<file path="src/cct_pkg.sv">
package cct_pkg;

   localparam int QUEUE_DEPTH = 4;
   localparam int MAX_EVENTS  = 4;
   localparam int CSR_WIDTH   = 64;
   localparam int CSR_INDEX_W = 3;

   localparam logic [2:0] EV_TOKEN      = 3'd0;
   localparam logic [2:0] EV_WORD_END   = 3'd1;
   localparam logic [2:0] EV_STRING_END = 3'd2;
   localparam logic [2:0] EV_BREAK      = 3'd3;
   localparam logic [2:0] EV_EOT        = 3'd4;

   localparam logic [CSR_INDEX_W-1:0] REG_BREAK_SET   = 3'd0;
   localparam logic [CSR_INDEX_W-1:0] REG_WHITE_SET   = 3'd1;
   localparam logic [CSR_INDEX_W-1:0] REG_QUOTE_SET   = 3'd2;
   localparam logic [CSR_INDEX_W-1:0] REG_ESCAPE_BYTE = 3'd3;
   localparam logic [CSR_INDEX_W-1:0] REG_CASE_MODE   = 3'd4;
   localparam logic [CSR_INDEX_W-1:0] REG_SKIP_LINE   = 3'd5;
   localparam logic [CSR_INDEX_W-1:0] REG_SKIP_BLOCK  = 3'd6;

   localparam logic [1:0] CASE_UPPER = 2'd1;
   localparam logic [1:0] CASE_LOWER = 2'd2;

   localparam logic [7:0] CHAR_SLASH   = 8'h2f;
   localparam logic [7:0] CHAR_STAR    = 8'h2a;
   localparam logic [7:0] CHAR_NEWLINE = 8'h0a;

   localparam logic [63:0] BREAK_SET_RESET = 64'd171785004;
   localparam logic [63:0] WHITE_SET_RESET = 64'd854304;
   localparam logic [31:0] QUOTE_SET_RESET = 32'd8743;

   typedef enum logic [1:0] {
      SCAN_WHITE,
      SCAN_WORD,
      SCAN_QUOTED
   } scan_state_type;

   typedef enum logic [1:0] {
      CMT_NONE,
      CMT_LINE,
      CMT_BLOCK
   } comment_mode_type;

   typedef struct packed {
      logic [2:0] event_res;
      logic [7:0] event_value;
   } event_type;

   typedef struct packed {
      logic [2:0]                 count;
      event_type [MAX_EVENTS-1:0] ev;
   } bundle_type;

   typedef struct packed {
      scan_state_type   scan;
      logic [7:0]       open_quote;
      comment_mode_type comment;
      logic             star_seen;
      logic             slash_pending;
      logic             escape_pending;
   } scan_type;

   typedef struct packed {
      logic [63:0] break_set;
      logic [63:0] white_set;
      logic [31:0] quote_set;
      logic [7:0]  escape_byte;
      logic [1:0]  case_mode;
      logic        skip_line;
      logic        skip_block;
   } cfg_type;

endpackage

</file>
<file path="src/cct_queue.sv">
module cct_queue #(
   parameter int DEPTH = cct_pkg::QUEUE_DEPTH
) (
   input  logic                clock,
   input  logic                reset,
   input  logic                push,
   input  cct_pkg::bundle_type push_bundle,
   input  logic                pop,
   output logic                full,
   output logic                empty,
   output cct_pkg::bundle_type head
);
   import cct_pkg::*;

   localparam int PW = (DEPTH > 1) ? $clog2(DEPTH) : 1;
   localparam int CW = $clog2(DEPTH + 1);

   bundle_type          mem_ff [DEPTH];
   logic [PW-1:0]       wr_ptr_ff, wr_ptr_in;
   logic [PW-1:0]       rd_ptr_ff, rd_ptr_in;
   logic [CW-1:0]       fill_ff, fill_in;
   logic                do_push, do_pop;

   assign full    = (fill_ff == CW'(DEPTH));
   assign empty   = (fill_ff == '0);
   assign do_push = push && !full;
   assign do_pop  = pop && !empty;
   assign head    = mem_ff[rd_ptr_ff];

   always_comb begin
      wr_ptr_in = wr_ptr_ff;
      rd_ptr_in = rd_ptr_ff;
      fill_in   = fill_ff;
      if (do_push) begin
         wr_ptr_in = (wr_ptr_ff == PW'(DEPTH - 1)) ? '0 : wr_ptr_ff + PW'(1);
      end
      if (do_pop) begin
         rd_ptr_in = (rd_ptr_ff == PW'(DEPTH - 1)) ? '0 : rd_ptr_ff + PW'(1);
      end
      if (do_push && !do_pop) begin
         fill_in = fill_ff + CW'(1);
      end else if (do_pop && !do_push) begin
         fill_in = fill_ff - CW'(1);
      end
   end

   always_ff @(posedge clock) begin
      if (reset) begin
         wr_ptr_ff <= '0;
         rd_ptr_ff <= '0;
         fill_ff   <= '0;
      end else begin
         wr_ptr_ff <= wr_ptr_in;
         rd_ptr_ff <= rd_ptr_in;
         fill_ff   <= fill_in;
      end
   end

   always_ff @(posedge clock) begin
      if (do_push) begin
         mem_ff[wr_ptr_ff] <= push_bundle;
      end
   end

endmodule

</file>
<file path="config.mk">
export PLATFORM = sky130hd
export DESIGN_NAME = cct_queue
export DESIGN_NICKNAME = d
export VERILOG_FILES = /design/src/cct_pkg.sv /design/src/cct_queue.sv
export SDC_FILE = /design/constraint.sdc
export NUM_CORES = 1
export LEC_CHECK = 0
export BUFFER_PORTS_ARGS = -buffer_cell sky130_fd_sc_hd__buf_2
export CORE_ASPECT_RATIO = 1.25
export CORE_MARGIN = 2
export CORE_UTILIZATION = 50
export CTS_CLUSTER_DIAMETER = 40
export DETAILED_ROUTE_END_ITERATION = 16
export PLACE_DENSITY_LB_ADDON = 0.25
export SLEW_MARGIN = 20
export SYNTH_ARGS = -nofsm -noshare
export SYNTH_HDL_FRONTEND = slang
export SYNTH_SLANG_ARGS = --single-unit
</file>
<file path="constraint.sdc">
create_clock -name clock -period 5.4 [get_ports clock]
set_input_delay 0 -clock clock [delete_from_list [all_inputs] [get_ports clock]]
set_output_delay 0 -clock clock [all_outputs]
set_load 0.03 [all_outputs]
</file>
======== Word level (Yosys, flattened, before mapping) ========
Memories as Yosys holds them, arrays and structs flattened. A register that Yosys moved wholly into a read port is not among the register bits.
Index checks and enable logic that the tools add are counted.
word-level totals
  register bits after elaboration ......... 7
  memory bits (writable) .................. 188
  output and inout port bits .............. 49
  word-level logic and storage cells ...... 29
  memories kept ........................... 1
memories
  memory  depth  bits a word  rd ports  clocked after Yosys merged registers in  write ports  line             RTL
  mem_ff  4      47           1         1                                        1            cct_queue.sv:18  bundle_type mem_ff [DEPTH];
operators by class
  $add $sub $neg .......................... 4
  equality and inequality tests ........... 3
  muxes and demuxes ....................... 8
  reductions and logical operators ........ 10
operators by type and width
  operator                                          count
  two-way mux 2 bit                                 4
  two-way mux 3 bit                                 2
  adder 2 x 1 -> 2 bit, second input constant       2
  == test 2 bit, second input constant              2
  logical AND 1 bit                                 4
  zero test 1 bit                                   4
  adder 3 x 1 -> 3 bit, second input constant       1
  == test 3 bit, second input constant              1
  zero test 3 bit                                   1
  subtractor 3 x 1 -> 3 bit, second input constant  1
  two-way mux 1 bit                                 2
  nonzero test 2 bit                                1

======== Longest topological paths before layout ========
  depth in word-level cells ............... 7
  mapped depth ............................ 10

======== Least setup slack after synthesis ========
Ideal clock, no wire load.
  path type ............................... reg2reg
  start ................................... register fill_ff[0]
  end ..................................... memory mem_ff[1][0] (netlist bit) (enable)
  library setup time ...................... 410 ps
  arrival ................................. 1855 ps
  setup slack ............................. 3135 ps
  cell stages (with the launch flop) ...... 4
  buffers on the path ..................... 1
  cell sequence ........................... dfxtp_1 or3b_1 buf_6 and3_1
between the ends
  cells in the longest elaborated chain, start to end .. 5
RTL lines
  what                                     line             RTL
  from (decl)                              cct_queue.sv:21  logic [CW-1:0] fill_ff, fill_in;
  from (signal assigned)                   cct_queue.sv:55  fill_ff <= fill_in;
  == test 3 bit                            cct_queue.sv:24  assign full = (fill_ff == CW'(DEPTH));
  zero test 1 bit                          cct_queue.sv:26  assign do_push = push && !full;
  logical AND 1 bit                        cct_queue.sv:26
  two-way mux 1 bit                        cct_queue.sv:60  if (do_push) begin
  two-way mux 1 bit (not written as such)  cct_queue.sv:61  mem_ff[wr_ptr_ff] <= push_bundle;
  to (decl)                                cct_queue.sv:18
Every way passes these cells.

======== Worst setup path in the final report ========
  start ................................... register fill_ff[0]
  end ..................................... register fill_ff[2]
between the ends
  cells in the longest elaborated chain, start to end .. 6
RTL lines
  what                          line             RTL
  == test 3 bit *               cct_queue.sv:24
  zero test 1 bit *             cct_queue.sv:26
  logical AND 1 bit *           cct_queue.sv:26
  net do_push                   cct_queue.sv:22  logic do_push, do_pop;
  zero test 1 bit               cct_queue.sv:42  end else if (do_pop && !do_push) begin
  logical AND 1 bit             cct_queue.sv:42
  nonzero test 2 bit (no line)  -
Mark *: on every way through the listed nets, which the timed path passes. The rest lies on a longest branch. The select of a mux whose other input is x is not followed.
A chain may end at the register's enable or synchronous reset.

==> reports/metrics.cfg <==
[status]
status=completed

[power]
seqPwrFrac_pct=46.9
finalPower_mw=4.211
worst_ir_drop_vdd_uv=246.9
p_sw_mw=1.262
p_sw_share_pct=29.97
p_int_mw=2.949
cellPowerDensity_nw_per_um2=466.0
comb_power_share_pct=23.5
p_clk_share_pct=29.6
power.leakage_nw=3.109

[clock_network]
cts_buffers=17
cts_tree=yes
clock-sinks=197
clk_pin_slew_ns=0.07
clock_latency_ns=0.41
h-tree-depth=4
post-cts-setup-buffers=0
cts_buffer_depth=2
clockRootBuffer=clkbuf_16

[drt]
drt-vias-per-instance=5.322
ant_nets=0
vias=3438
drt_iter0_markers=189
first_pass_iters=4
drcViolationCount=0
routed_wirelength_mm=12.65
wl_per_cell_um=19.58

[floorplanning]
start_util_pct=50.89
die_area_um2=15530
dieWidth_um=111.8
die_y_um=138.8
core_area_um2=14290
pin_count=100
rows=49

[sta]
rsz0062_at_grt=no
clock_skew_ns=0.008149
fin_crit_ns=2.419
setup_viol=0
worst_pin_slew_ns=0.9695
finalHoldViolCount=0
fin_crit_sh_pct=44.80
final_max_slew_viol_count=0
slew_headroom_pct=35.37
hold_slack_ns=0.3314
fmax_mhz=413.4
fin_setup_tns_ns=0

[finish]
antennaDiodeCount=0
final_nets=514
fillers=983
final_layout_size_suffix_gt1_share_pct=41.24
synthToLayoutAreaGrowth_pct=24.32
fin_cells=646

[global_route]
grt_max_degree=48
gr-total-overflow=0
antenna_found_initial=0
grt_pass1_wl_mm=19.90
grtUsageTotal_pct=17.11
grt_pass1_vias=3788

[min_path]
min-delay-start=push_bundle[31]
hold_class=in -> reg

[worst_setup_path]
crit_start=fill_ff[0]
worstSetupStartpointType=flop
timing.rr.start=fill_ff[0]
critPathRequiredTime_ns=5.75
worst_setup_path_end_kind=flop
critical_path_class=reg -> reg
crit_path_max_fanout=7
crit_arrival_ns=2.77

[placement]
place.gp.congestion=0.7402
dp_cells=565
io_buffer_count=99
dp_hpwl_mm=7.172

[synthesis]
synth.yosys.seq_area_share_pct=80.14
ys_ff_latch=197
synth_top_area_cell=edfxtp_1
synthCells=295
ys_warn_count=0
synth.area.top_cells=edfxtp_1, mux4_2, dfxtp_1, ha_1, buf_6
synth_top_area_share_pct=77.66
synth_fp_nets=353
avgSynthCellArea_um2=24.64
synth_area_um2=7269
synth_cell_types=26

[job]
max-cap-violations=0

Yosys cell counts:
| cell type | count |
|---|---|
| and3_2 | 1 |
| dfxtp_1 | 9 |
| mux2i_1 | 2 |
| edfxtp_1 | 188 |
| nor2_1 | 3 |
| or3b_1 | 1 |
| nor2_2 | 1 |
| a21oi_1 | 3 |
| nand3_1 | 2 |
| o31ai_2 | 2 |
| inv_1 | 4 |
| ha_1 | 6 |
| o21ai_1 | 1 |
| fa_1 | 1 |
| xor2_1 | 2 |
| or3_2 | 1 |
| clkinv_4 | 1 |
| o21ai_0 | 1 |
| buf_6 | 5 |
| clkbuf_1 | 2 |
| mux4_2 | 47 |
| or3_1 | 1 |
| nand2_1 | 1 |
| buf_2 | 5 |
| nor3_1 | 2 |
| and3_1 | 3 |
power groups by stage:
stage          Combinational [mW]  Sequential, mW  Clock [mW]
2_1_floorplan               0.803            1.92           0
3_3_place_gp                0.964            2.01           0
3_5_place_dp                0.973            2.02           0
4_1_cts                      1.00            1.99        1.28
5_1_grt                      1.05            2.01        1.34
6_report                    0.989            1.98        1.25
worst max-delay path: stages, from the launching register on:
cell and delay (ns):
dfxtp_1 0.46, or3b_1 0.32, clkinv_4 0.09, nor2_2 0.13, ha_1 0.20, inv_1 0.06
fa_1 0.38, xor2_1 0.18, or3_2 0.41, a21oi_1 0.14
timing repair:
action                    4_1_cts  5_1_grt
hold buffers                   50        0
gates resized for setup         0        0
hold endpoints to repair      197        0
cell families (layout without fill, tap and decap cells):
group | Yosys count | in the layout | share of synthesized area, %
flops | 197 | 197 | 80.14
mux | 49 | 49 | 14.84
fa+ha+maj | 7 | 7 | 1.308
compound gates | 7 | 7 | 0.6882
xor+xnor | 2 | 2 | 0.2410
simple gates | 16 | 16 | 1.239
buf+inv | 17 | 190 | 1.549
placed cells by master, fill, tap and decap left out:
| cell type | synthesis | routed |
|---|---|---|
| a21oi_1 | 3 | 3 |
| dfxtp_1 | 9 | 7 |
| nand2_1 | 1 | 1 |
| clkinvlp_4 | 0 | 2 |
| buf_4 | 0 | 5 |
| mux2i_1 | 2 | 2 |
| buf_2 | 5 | 99 |
| o21ai_0 | 1 | 1 |
| dfxtp_2 | 0 | 1 |
| o31ai_2 | 2 | 2 |
| nor2_1 | 3 | 3 |
| inv_1 | 4 | 4 |
| inv_8 | 0 | 3 |
| o21ai_1 | 1 | 1 |
| dfxtp_4 | 0 | 1 |
| nor3_1 | 2 | 2 |
| inv_6 | 0 | 4 |
| and3_2 | 1 | 4 |
| clkbuf_16 | 0 | 17 |
| ha_1 | 6 | 6 |
| nand3_1 | 2 | 2 |
| or3_1 | 1 | 1 |
| dlygate4sd3_1 | 0 | 50 |
| nor2_2 | 1 | 1 |
| edfxtp_1 | 188 | 188 |
| or3b_1 | 1 | 1 |
| fa_1 | 1 | 1 |
| clkinv_4 | 1 | 3 |
| xor2_1 | 2 | 2 |
| bufinv_16 | 0 | 2 |
| mux4_2 | 47 | 47 |
| clkinv_2 | 0 | 1 |
| or3_2 | 1 | 1 |
path summary, 6_finish.rpt:
path / end / slack (ns) / depth (start not counted)
worst max-delay path: fill_ff[2] / 2.98 / 9
worst min register to register: flop / 0.50 / 2
worst min-delay path: mem_ff[1][31] / 0.33 / 2
worst max register to register: fill_ff[2] / 2.98 / 9
per-layer routing:
metal  wire (um)  GRT usage, %  up-vias
met2        6739         29.09       67
met1        5287         20.99     1794
met4         143         5.978        0
met5           0             0        -
li1            -             -     1569
met3         480         5.157        8
flip-flops by register name (all words and copies together) (netlist names), named ones only:
register	flops
fill_ff	3
mem_ff	188
rd_ptr_ff	2
wr_ptr_ff	2
through the flow:
stage	worst slack (ns)	util [%]	area, um^2
after CTS	2.973	63.27	9037
after detailed placement	2.995	55.62	7945
final	2.981	63.27	9037
after global placement	3.106	55.62	7945
after global routing	2.831	63.27	9037
after floorplan	3.136	-	7269
area by class of cell:
class                      instances  area, um^2  area share [%]
clock buffer                      17       425.4           4.707
clock inverter                    14       166.4           1.841
inverter                           5       23.77          0.2630
multi-input combinational         81        1335           14.77
sequential                       197        5831           64.52
tap                              178       222.7           2.464
timing repair buffer             154        1033           11.44
Power figures use the tool's default switching activity.
