<file path="config.mk">
export PLATFORM = sky130hd
export DESIGN_NAME = cct_back_flat
export DESIGN_NICKNAME = d
export VERILOG_FILES = /design/src/cct_pkg.sv /design/src/cct_rsp_if.sv /design/src/cct_back.sv /design/src/flat_wrapper.sv
export SDC_FILE = /design/constraint.sdc
export NUM_CORES = 1
export LEC_CHECK = 0
export ABC_AREA = 1
export BUFFER_PORTS_ARGS = -buffer_cell sky130_fd_sc_hd__clkbuf_2
export CAP_MARGIN = 5
export CORE_MARGIN = 1
export CORE_UTILIZATION = 42
export DETAILED_ROUTE_END_ITERATION = 8
export GPL_TIMING_DRIVEN = 0
export MAX_ROUTING_LAYER = met4
export PLACE_DENSITY = 0.71
export RECOVER_POWER = 50
export REMOVE_ABC_BUFFERS = 1
export SYNTH_ARGS = -nofsm -noshare
export SYNTH_HDL_FRONTEND = slang
export SYNTH_SLANG_ARGS = --single-unit
</file>
<file path="constraint.sdc">
create_clock -name clock -period 2.5 [get_ports clock]
set_input_delay 0.25 -clock clock [delete_from_list [all_inputs] [get_ports clock]]
set_output_delay 0.25 -clock clock [all_outputs]
set_load 0.05 [all_outputs]
</file>
<file path="src/cct_pkg.sv">
package cct_pkg;

   localparam int QUEUE_DEPTH = 4;
   localparam int MAX_EVENTS  = 4;
   localparam int CSR_WIDTH   = 64;
   localparam int CSR_INDEX_W = 3;

   localparam logic [2:0] EV_TOKEN      = 3'd0;
   localparam logic [2:0] EV_WORD_END   = 3'd1;
   localparam logic [2:0] EV_STRING_END = 3'd2;
   localparam logic [2:0] EV_BREAK      = 3'd3;
   localparam logic [2:0] EV_EOT        = 3'd4;

   localparam logic [CSR_INDEX_W-1:0] REG_BREAK_SET   = 3'd0;
   localparam logic [CSR_INDEX_W-1:0] REG_WHITE_SET   = 3'd1;
   localparam logic [CSR_INDEX_W-1:0] REG_QUOTE_SET   = 3'd2;
   localparam logic [CSR_INDEX_W-1:0] REG_ESCAPE_BYTE = 3'd3;
   localparam logic [CSR_INDEX_W-1:0] REG_CASE_MODE   = 3'd4;
   localparam logic [CSR_INDEX_W-1:0] REG_SKIP_LINE   = 3'd5;
   localparam logic [CSR_INDEX_W-1:0] REG_SKIP_BLOCK  = 3'd6;

   localparam logic [1:0] CASE_UPPER = 2'd1;
   localparam logic [1:0] CASE_LOWER = 2'd2;

   localparam logic [7:0] CHAR_SLASH   = 8'h2f;
   localparam logic [7:0] CHAR_STAR    = 8'h2a;
   localparam logic [7:0] CHAR_NEWLINE = 8'h0a;

   localparam logic [63:0] BREAK_SET_RESET = 64'd171785004;
   localparam logic [63:0] WHITE_SET_RESET = 64'd854304;
   localparam logic [31:0] QUOTE_SET_RESET = 32'd8743;

   typedef enum logic [1:0] {
      SCAN_WHITE,
      SCAN_WORD,
      SCAN_QUOTED
   } scan_state_type;

   typedef enum logic [1:0] {
      CMT_NONE,
      CMT_LINE,
      CMT_BLOCK
   } comment_mode_type;

   typedef struct packed {
      logic [2:0] event_res;
      logic [7:0] event_value;
   } event_type;

   typedef struct packed {
      logic [2:0]                 count;
      event_type [MAX_EVENTS-1:0] ev;
   } bundle_type;

   typedef struct packed {
      scan_state_type   scan;
      logic [7:0]       open_quote;
      comment_mode_type comment;
      logic             star_seen;
      logic             slash_pending;
      logic             escape_pending;
   } scan_type;

   typedef struct packed {
      logic [63:0] break_set;
      logic [63:0] white_set;
      logic [31:0] quote_set;
      logic [7:0]  escape_byte;
      logic [1:0]  case_mode;
      logic        skip_line;
      logic        skip_block;
   } cfg_type;

endpackage

</file>
<file path="src/cct_rsp_if.sv">
interface cct_rsp_if;
   logic       valid;
   logic       ready;
   logic [2:0] event_res;
   logic [7:0] event_value;
   logic       last;

   modport source (output valid, output event_res, output event_value, output last,
                   input ready);
   modport sink (input valid, input event_res, input event_value, input last,
                 output ready);
endinterface

</file>
<file path="src/cct_back.sv">
module cct_back (
   input  logic                clock,
   input  logic                reset,
   input  logic                queue_empty,
   input  cct_pkg::bundle_type queue_head,
   output logic                pop,
   cct_rsp_if.source           rsp
);
   import cct_pkg::*;

   bundle_type cur_ff, cur_in;
   logic       cur_valid_ff, cur_valid_in;
   logic [1:0] idx_ff, idx_in;
   logic       is_last;
   logic       fire;

   assign is_last         = ({1'b0, idx_ff} == (cur_ff.count - 3'd1));
   assign fire            = rsp.valid && rsp.ready;
   assign rsp.valid       = cur_valid_ff;
   assign rsp.event_res   = cur_ff.ev[idx_ff].event_res;
   assign rsp.event_value = cur_ff.ev[idx_ff].event_value;
   assign rsp.last        = is_last;
   assign pop             = (!cur_valid_ff || (fire && is_last)) && !queue_empty;

   always_comb begin
      cur_in       = cur_ff;
      cur_valid_in = cur_valid_ff;
      idx_in       = idx_ff;
      if (fire) begin
         if (is_last) begin
            cur_valid_in = 1'b0;
         end else begin
            idx_in = idx_ff + 2'd1;
         end
      end
      if (pop) begin
         cur_in       = queue_head;
         cur_valid_in = 1'b1;
         idx_in       = 2'd0;
      end
   end

   always_ff @(posedge clock) begin
      if (reset) begin
         cur_valid_ff <= 1'b0;
         idx_ff       <= 2'd0;
      end else begin
         cur_valid_ff <= cur_valid_in;
         idx_ff       <= idx_in;
      end
   end

   always_ff @(posedge clock) begin
      cur_ff <= cur_in;
   end

endmodule

</file>
<file path="src/flat_wrapper.sv">
// flat-port wrapper written by rule: the top's interface ports become plain ports
module cct_back_flat import cct_pkg::*;
  (clock, reset, queue_empty, queue_head, pop, rsp_valid, rsp_event_res, rsp_event_value, rsp_last, rsp_ready);
  cct_rsp_if rsp_i ();
  input  logic clock;
  input  logic reset;
  input  logic queue_empty;
  input  cct_pkg::bundle_type queue_head;
  output logic pop;
  output wire logic [$bits(rsp_i.valid)-1:0] rsp_valid;
  output wire logic [$bits(rsp_i.event_res)-1:0] rsp_event_res;
  output wire logic [$bits(rsp_i.event_value)-1:0] rsp_event_value;
  output wire logic [$bits(rsp_i.last)-1:0] rsp_last;
  input wire logic [$bits(rsp_i.ready)-1:0] rsp_ready;
  assign rsp_valid = rsp_i.valid;
  assign rsp_event_res = rsp_i.event_res;
  assign rsp_event_value = rsp_i.event_value;
  assign rsp_last = rsp_i.last;
  assign rsp_i.ready = rsp_ready;
  cct_back u_core (.clock(clock), .reset(reset), .queue_empty(queue_empty), .queue_head(queue_head), .pop(pop), .rsp(rsp_i));
endmodule
</file>
== After elaboration in Yosys (flattened, before gate mapping) ==
Index checks and enable logic that the tools add are counted.

* Bitwise logic cells: 1
* Reduce and logical (&&, ||, !) cells: 11
* Order comparisons: 1
* Equal/unequal tests: 1
* Multiplexer cells: 5
* $add $sub $neg: 2

{| class="wikitable"
|+ Operators with widths
! cell !! number
|-
| $bmux 11 s2 || 1
|-
| $mux 11 || 1
|-
| $reduce_and 2->1 || 2
|-
| $reduce_bool 2->1 || 2
|-
| $eq 2x3->1 || 1
|-
| $logic_and 1x1->1 || 3
|-
| $lt 2x3->1 const B || 1
|-
| $mux 1 || 3
|-
| $sub 3x1->3 const B || 1
|-
| $add 2x1->2 const B || 1
|-
| $logic_not 1->1 || 2
|-
| $reduce_or 2->1 || 1
|-
| $logic_or 1x1->1 || 1
|-
| $not 1->1 || 1
|}

* Logic and storage cells: 32
* Input bits: 51
* Output and inout bits: 14
* Bits in registers: 50

== Depth between registers and ports, before layout ==
* Depth in word-level cells: 7
* Gate-level depth with buffers: 11
* Mapped depth without buffers: 11

== Worst setup path before layout ==
Ideal clock, no wire load.

* Path kind: register to register
* Start point: register u_core.cur_ff[44] in the netlist's numbering
* End point: register u_core.cur_ff[0] in the netlist's numbering (enable)
* Slack: -0.238 ns
* Buffers on the path: 0
* Setup time: 0.416 ns
* Data arrival time: 2.322 ns
* Clock period less this slack: 2.738 ns
* Data required time: 2.084 ns
* Stages on the path, launching flop included: 10
* Cells stage by stage: edfxtp_1 inv_1 ha_1 inv_1 nand2_1 nand2_2 nand4_1 nand2_2 nand2_2 inv_1

* Word-level cells in the longest chain between the ends: 5

{| class="wikitable"
|+ Ends and longest elaborated chain
! element !! line !! text
|-
| from (decl) || cct_back.sv:11 || <nowiki>bundle_type cur_ff, cur_in;</nowiki>
|-
| from (signal assigned) || cct_back.sv:54 || <nowiki>cur_ff <= cur_in;</nowiki>
|-
| $sub 3x1->3 || cct_back.sv:17 || <nowiki>assign is_last = ({1'b0, idx_ff} == (cur_ff.count - 3'd1));</nowiki>
|-
| $eq 2x3->1 || cct_back.sv:17 ||
|-
| $logic_and 1x1->1 || cct_back.sv:23 || <nowiki>assign pop = (!cur_valid_ff || (fire && is_last)) && !queue_empty;</nowiki>
|-
| $logic_or 1x1->1 || cct_back.sv:23 ||
|-
| $logic_and 1x1->1 || cct_back.sv:23 ||
|-
| net pop || flat_wrapper.sv:9 || <nowiki>output logic pop;</nowiki>
|}

The timed path passes the listed nets, and every way through them passes these cells.
A chain may end at the register's enable or synchronous reset.

== Worst setup path in the final report ==
* Start point: register u_core.cur_ff[44] in the netlist's numbering
* End point: output pop

* Word-level cells in the longest chain between the ends: 5

{| class="wikitable"
|+ Ends and longest elaborated chain
! element !! line
|-
| $sub 3x1->3 || cct_back.sv:17
|-
| $eq 2x3->1 || cct_back.sv:17
|-
| $logic_and 1x1->1 || cct_back.sv:23
|-
| $logic_or 1x1->1 || cct_back.sv:23
|-
| $logic_and 1x1->1 || cct_back.sv:23
|-
| to (decl) || flat_wrapper.sv:9
|}

No other way between the ends.

==> flow_metrics.py <==
metrics = {
    "placed_design": {
        "dp_hpwl_um": 2332,
        "numPortBuffers": 64,
        "dp_slack_ns": -0.08244,
        "dp.cells": 258,
        "gp_congestion": 0.6778,
    },
    "global_routing": {
        "globalRouteOverflowTotal": 0,
        "grt_pass1_wl_um": 5568,
        "track_usage_pct": 15.58,
        "grt_pass1_vias": 1196,
        "grt_max_degree": 27,
        "antenna_found_initial": 0,
    },
    "layout": {
        "fin_nets": 265,
        "fill_cells": 381,
        "multi_input_area_sq_um": 432.9,
        "final_cell_count_no_fill": 266,
        "area_growth_syn_to_layout_pct": 23.54,
        "drive_above_1_share_pct": 39.72,
        "seq_area_sq_um": 1474,
        "antenna_cells": 0,
        "final_util_pct": 55.26,
    },
    "drt": {
        "first_iter_violations": 72,
        "drc": 8,
        "drt-pass1-iter-count": 6,
        "wl_um": 3458,
        "viasPerCell": 4.808,
        "drtAntennaViolNets": 0,
        "vias": 1279,
        "wire_per_inst_um": 13.00,
    },
    "pwr": {
        "power_leakage_nw": 1.013,
        "p_per_area_nw_per_um2": 671.5,
        "ir_drop_v": 0.0003898,
        "finalPower_mw": 1.649,
    },
    "timing": {
        "relSlewSlack_pct": 60.78,
        "finalHoldViolCount": 0,
        "drv_slew": 0,
        "setup_violations": 0,
        "fin_ws_ns": 0.1785,
        "finalClockSkew_ns": 0.007569,
        "grt_setup_unrepaired": "no",
        "worst_pin_slew_ns": 0.5908,
        "fmax_mhz": 430.8,
        "fin_crit_ns": 2.322,
        "fin_crit_sh_pct": 92.86,
    },
    "setup_path": {
        "worstPathMaxFanout": 23,
        "startpoint_type": "flop",
        "rr_startpoint": "u_core.cur_ff[44]$_DFFE_PP_",
        "criticalPathCategory": "reg2out",
        "cp-end-kind": "output pin",
        "regToRegSetupSlack_ns": 0.51,
        "crit_required_ns": 2.25,
        "crit_arrival_ns": 2.07,
        "timing.rr.end": "u_core.cur_ff[6]$_DFFE_PP_",
        "reg2reg_depth": 10,
    },
    "yosys": {
        "synth_cells": 148,
        "ys_ff_latch": 50,
        "ys_types": 21,
        "synthMostInstantiatedCell": "edfxtp_1",
        "avgSynthCellArea_sq_um": 13.43,
        "synth_top_area_cell": "edfxtp_1",
        "ys_warn_count": 0,
        "async_flop_share_pct": 0,
        "syn_area_sq_um": 1988,
        "yosysSeqAreaShare_pct": 74.01,
        "synth_flop_cell": "edfxtp_1",
        "synthTopCellsByCount": "47 x edfxtp_1, 23 x nor2_1, 22 x o21ai_0, 11 x o22ai_1, 9 x inv_1",
        "synth_area_leaders": "edfxtp_1 71%, o21ai_0 5.5%, nor2_1 4.3%, o22ai_1 3.5%, dfxtp_1 3.0%",
        "synth_edf_count": 47,
        "synth_top_area_share_pct": 70.99,
    },
    "job": {
        "maxCapViolations": 0,
    },
    "cts": {
        "cts_htree_levels": 2,
        "cts_tree": "yes",
        "cts_made_buffers": 5,
        "clockBufferDepth": 2,
        "clkSinkCount": 50,
        "ctsResizeCount": 2,
        "hold_buffers": 0,
        "post_cts_buffers": 0,
        "cts_root_buf": "clkbuf_8",
        "clk_pin_slew_worst_paths_ns": 0.09,
        "clk_latency_ns": 0.30,
    },
    "die": {
        "core_sq_um": 4444,
        "die_h_um": 70.80,
        "initial_utilization_pct": 44.74,
        "fp.dieW_um": 70.80,
        "ioPinCount": 65,
        "design.die.area_sq_um": 5013,
        "rows": 24,
    },
    "worst_hold_path": {
        "holdPathStages": 2,
        "hold_path_end": "u_core.rsp.valid$_SDFFE_PP0P_",
        "min-delay-start": "reset",
        "hold_path_class": "in2reg",
    },
    "status": {
        "violations": "DRC",
        "status": "finished, violations left",
    },
}
==> metal layers <==
layer | track usage [%] | share of wire (%) | vias up | routed length, um
li1 | - | - | 654 | -
met1 | 19.05 | 45 | 572 | 1548
met2 | 24.89 | 48 | 49 | 1673
met3 | 4.558 | 5.7 | 4 | 197
met4 | 5.333 | 1.1 | 0 | 38
met5 | - | 0 | - | 0
==> area by class of cell <==
type / instances / share of cell area [%]
tap: 52 / 2.649
clock inverter: 3 / 0.6623
timing repair buffer: 65 / 14.16
inverter: 11 / 2.089
sequential: 50 / 60.01
multi-input combinational: 80 / 17.63
clock buffer: 5 / 2.802
==> worst max path at each step <==
stage                                   from                         end  slack [ns]  cells past startpoint
3_5_place_dp   u_core.idx_ff[0]$_SDFFE_PP0P_                         pop       -0.08                      7
4_1_cts        u_core.idx_ff[1]$_SDFFE_PP0P_                         pop        0.06                      8
2_1_floorplan  u_core.idx_ff[0]$_SDFFE_PP0P_  u_core.cur_ff[0]$_DFFE_PP_       -0.36                      6
3_3_place_gp   u_core.idx_ff[0]$_SDFFE_PP0P_                         pop       -1.01                      7
6_report         u_core.cur_ff[44]$_DFFE_PP_                         pop        0.18                     10
5_1_grt          u_core.cur_ff[44]$_DFFE_PP_                         pop        0.01                     10
==> power by group <==
| group | internal (mW) | switching (mW) |
|---|---|---|
| combinational | 0.0725 | 0.147 |
| clock | 0.192 | 0.246 |
| sequential | 0.973 | 0.0189 |
==> cells in the final DEF, fill, tap and decap left out <==
master | netlist | layout
clkinvlp_4 | 0 | 1
edfxtp_1 | 47 | 47
nor2_1 | 23 | 23
clkinv_1 | 0 | 1
ha_1 | 1 | 1
buf_16 | 0 | 1
clkbuf_2 | 0 | 61
nand2_2 | 7 | 7
nand3_1 | 2 | 2
inv_6 | 1 | 1
nand4_1 | 1 | 1
nor2_2 | 1 | 1
dfxtp_2 | 0 | 2
xnor2_4 | 1 | 1
nand2_1 | 8 | 8
clkbuf_4 | 0 | 1
xor2_1 | 1 | 1
o22ai_1 | 11 | 11
inv_1 | 9 | 8
clkbuf_1 | 3 | 2
o21ai_0 | 22 | 22
inv_4 | 0 | 2
clkinv_2 | 0 | 1
dfxtp_1 | 3 | 1
a21oi_1 | 1 | 1
clkbuf_8 | 0 | 5
nand3_4 | 1 | 1
==> state kept, by name (all words and copies together), names as in the netlist <==
signal / flops
u_core.cur_ff: 47
u_core.idx_ff: 2
u_core.rsp.valid: 1
==> critical path: stages (launching register included) <==
cell	delay [ns]
edfxtp_1	0.39
inv_1	0.09
ha_1	0.25
inv_1	0.06
nand2_1	0.05
nand2_2	0.10
nand4_1	0.11
nand2_2	0.09
nand2_2	0.08
inv_4	0.25
clkbuf_4	0.31
==> metrics by stage <==
stage          hold WS [ns]  area, sq um  TNS, ns
4_1_cts              0.1118         2452        0
6_report             0.1209         2456        0
3_5_place_dp         0.4286         2364  -0.5511
2_1_floorplan        0.3191         1951   -17.11
5_1_grt              0.1041         2456        0
3_3_place_gp         0.4267         2336   -33.53
==> cells by family (layout without fill, tap and decap cells) <==
group                    after synthesis  in the layout  share of synthesized area (%)
AND/OR/NAND/NOR                       43             43                          10.07
adder cells (fa/ha/maj)                1              1                         0.6292
AO/OA/AOI/OAI                         34             34                          9.251
flip-flops                            50             50                          74.01
buffers and inverters                 18             84                          4.216
XOR/XNOR                               2              2                          1.825
No activity file was read; power rests on OpenSTA's default activity.
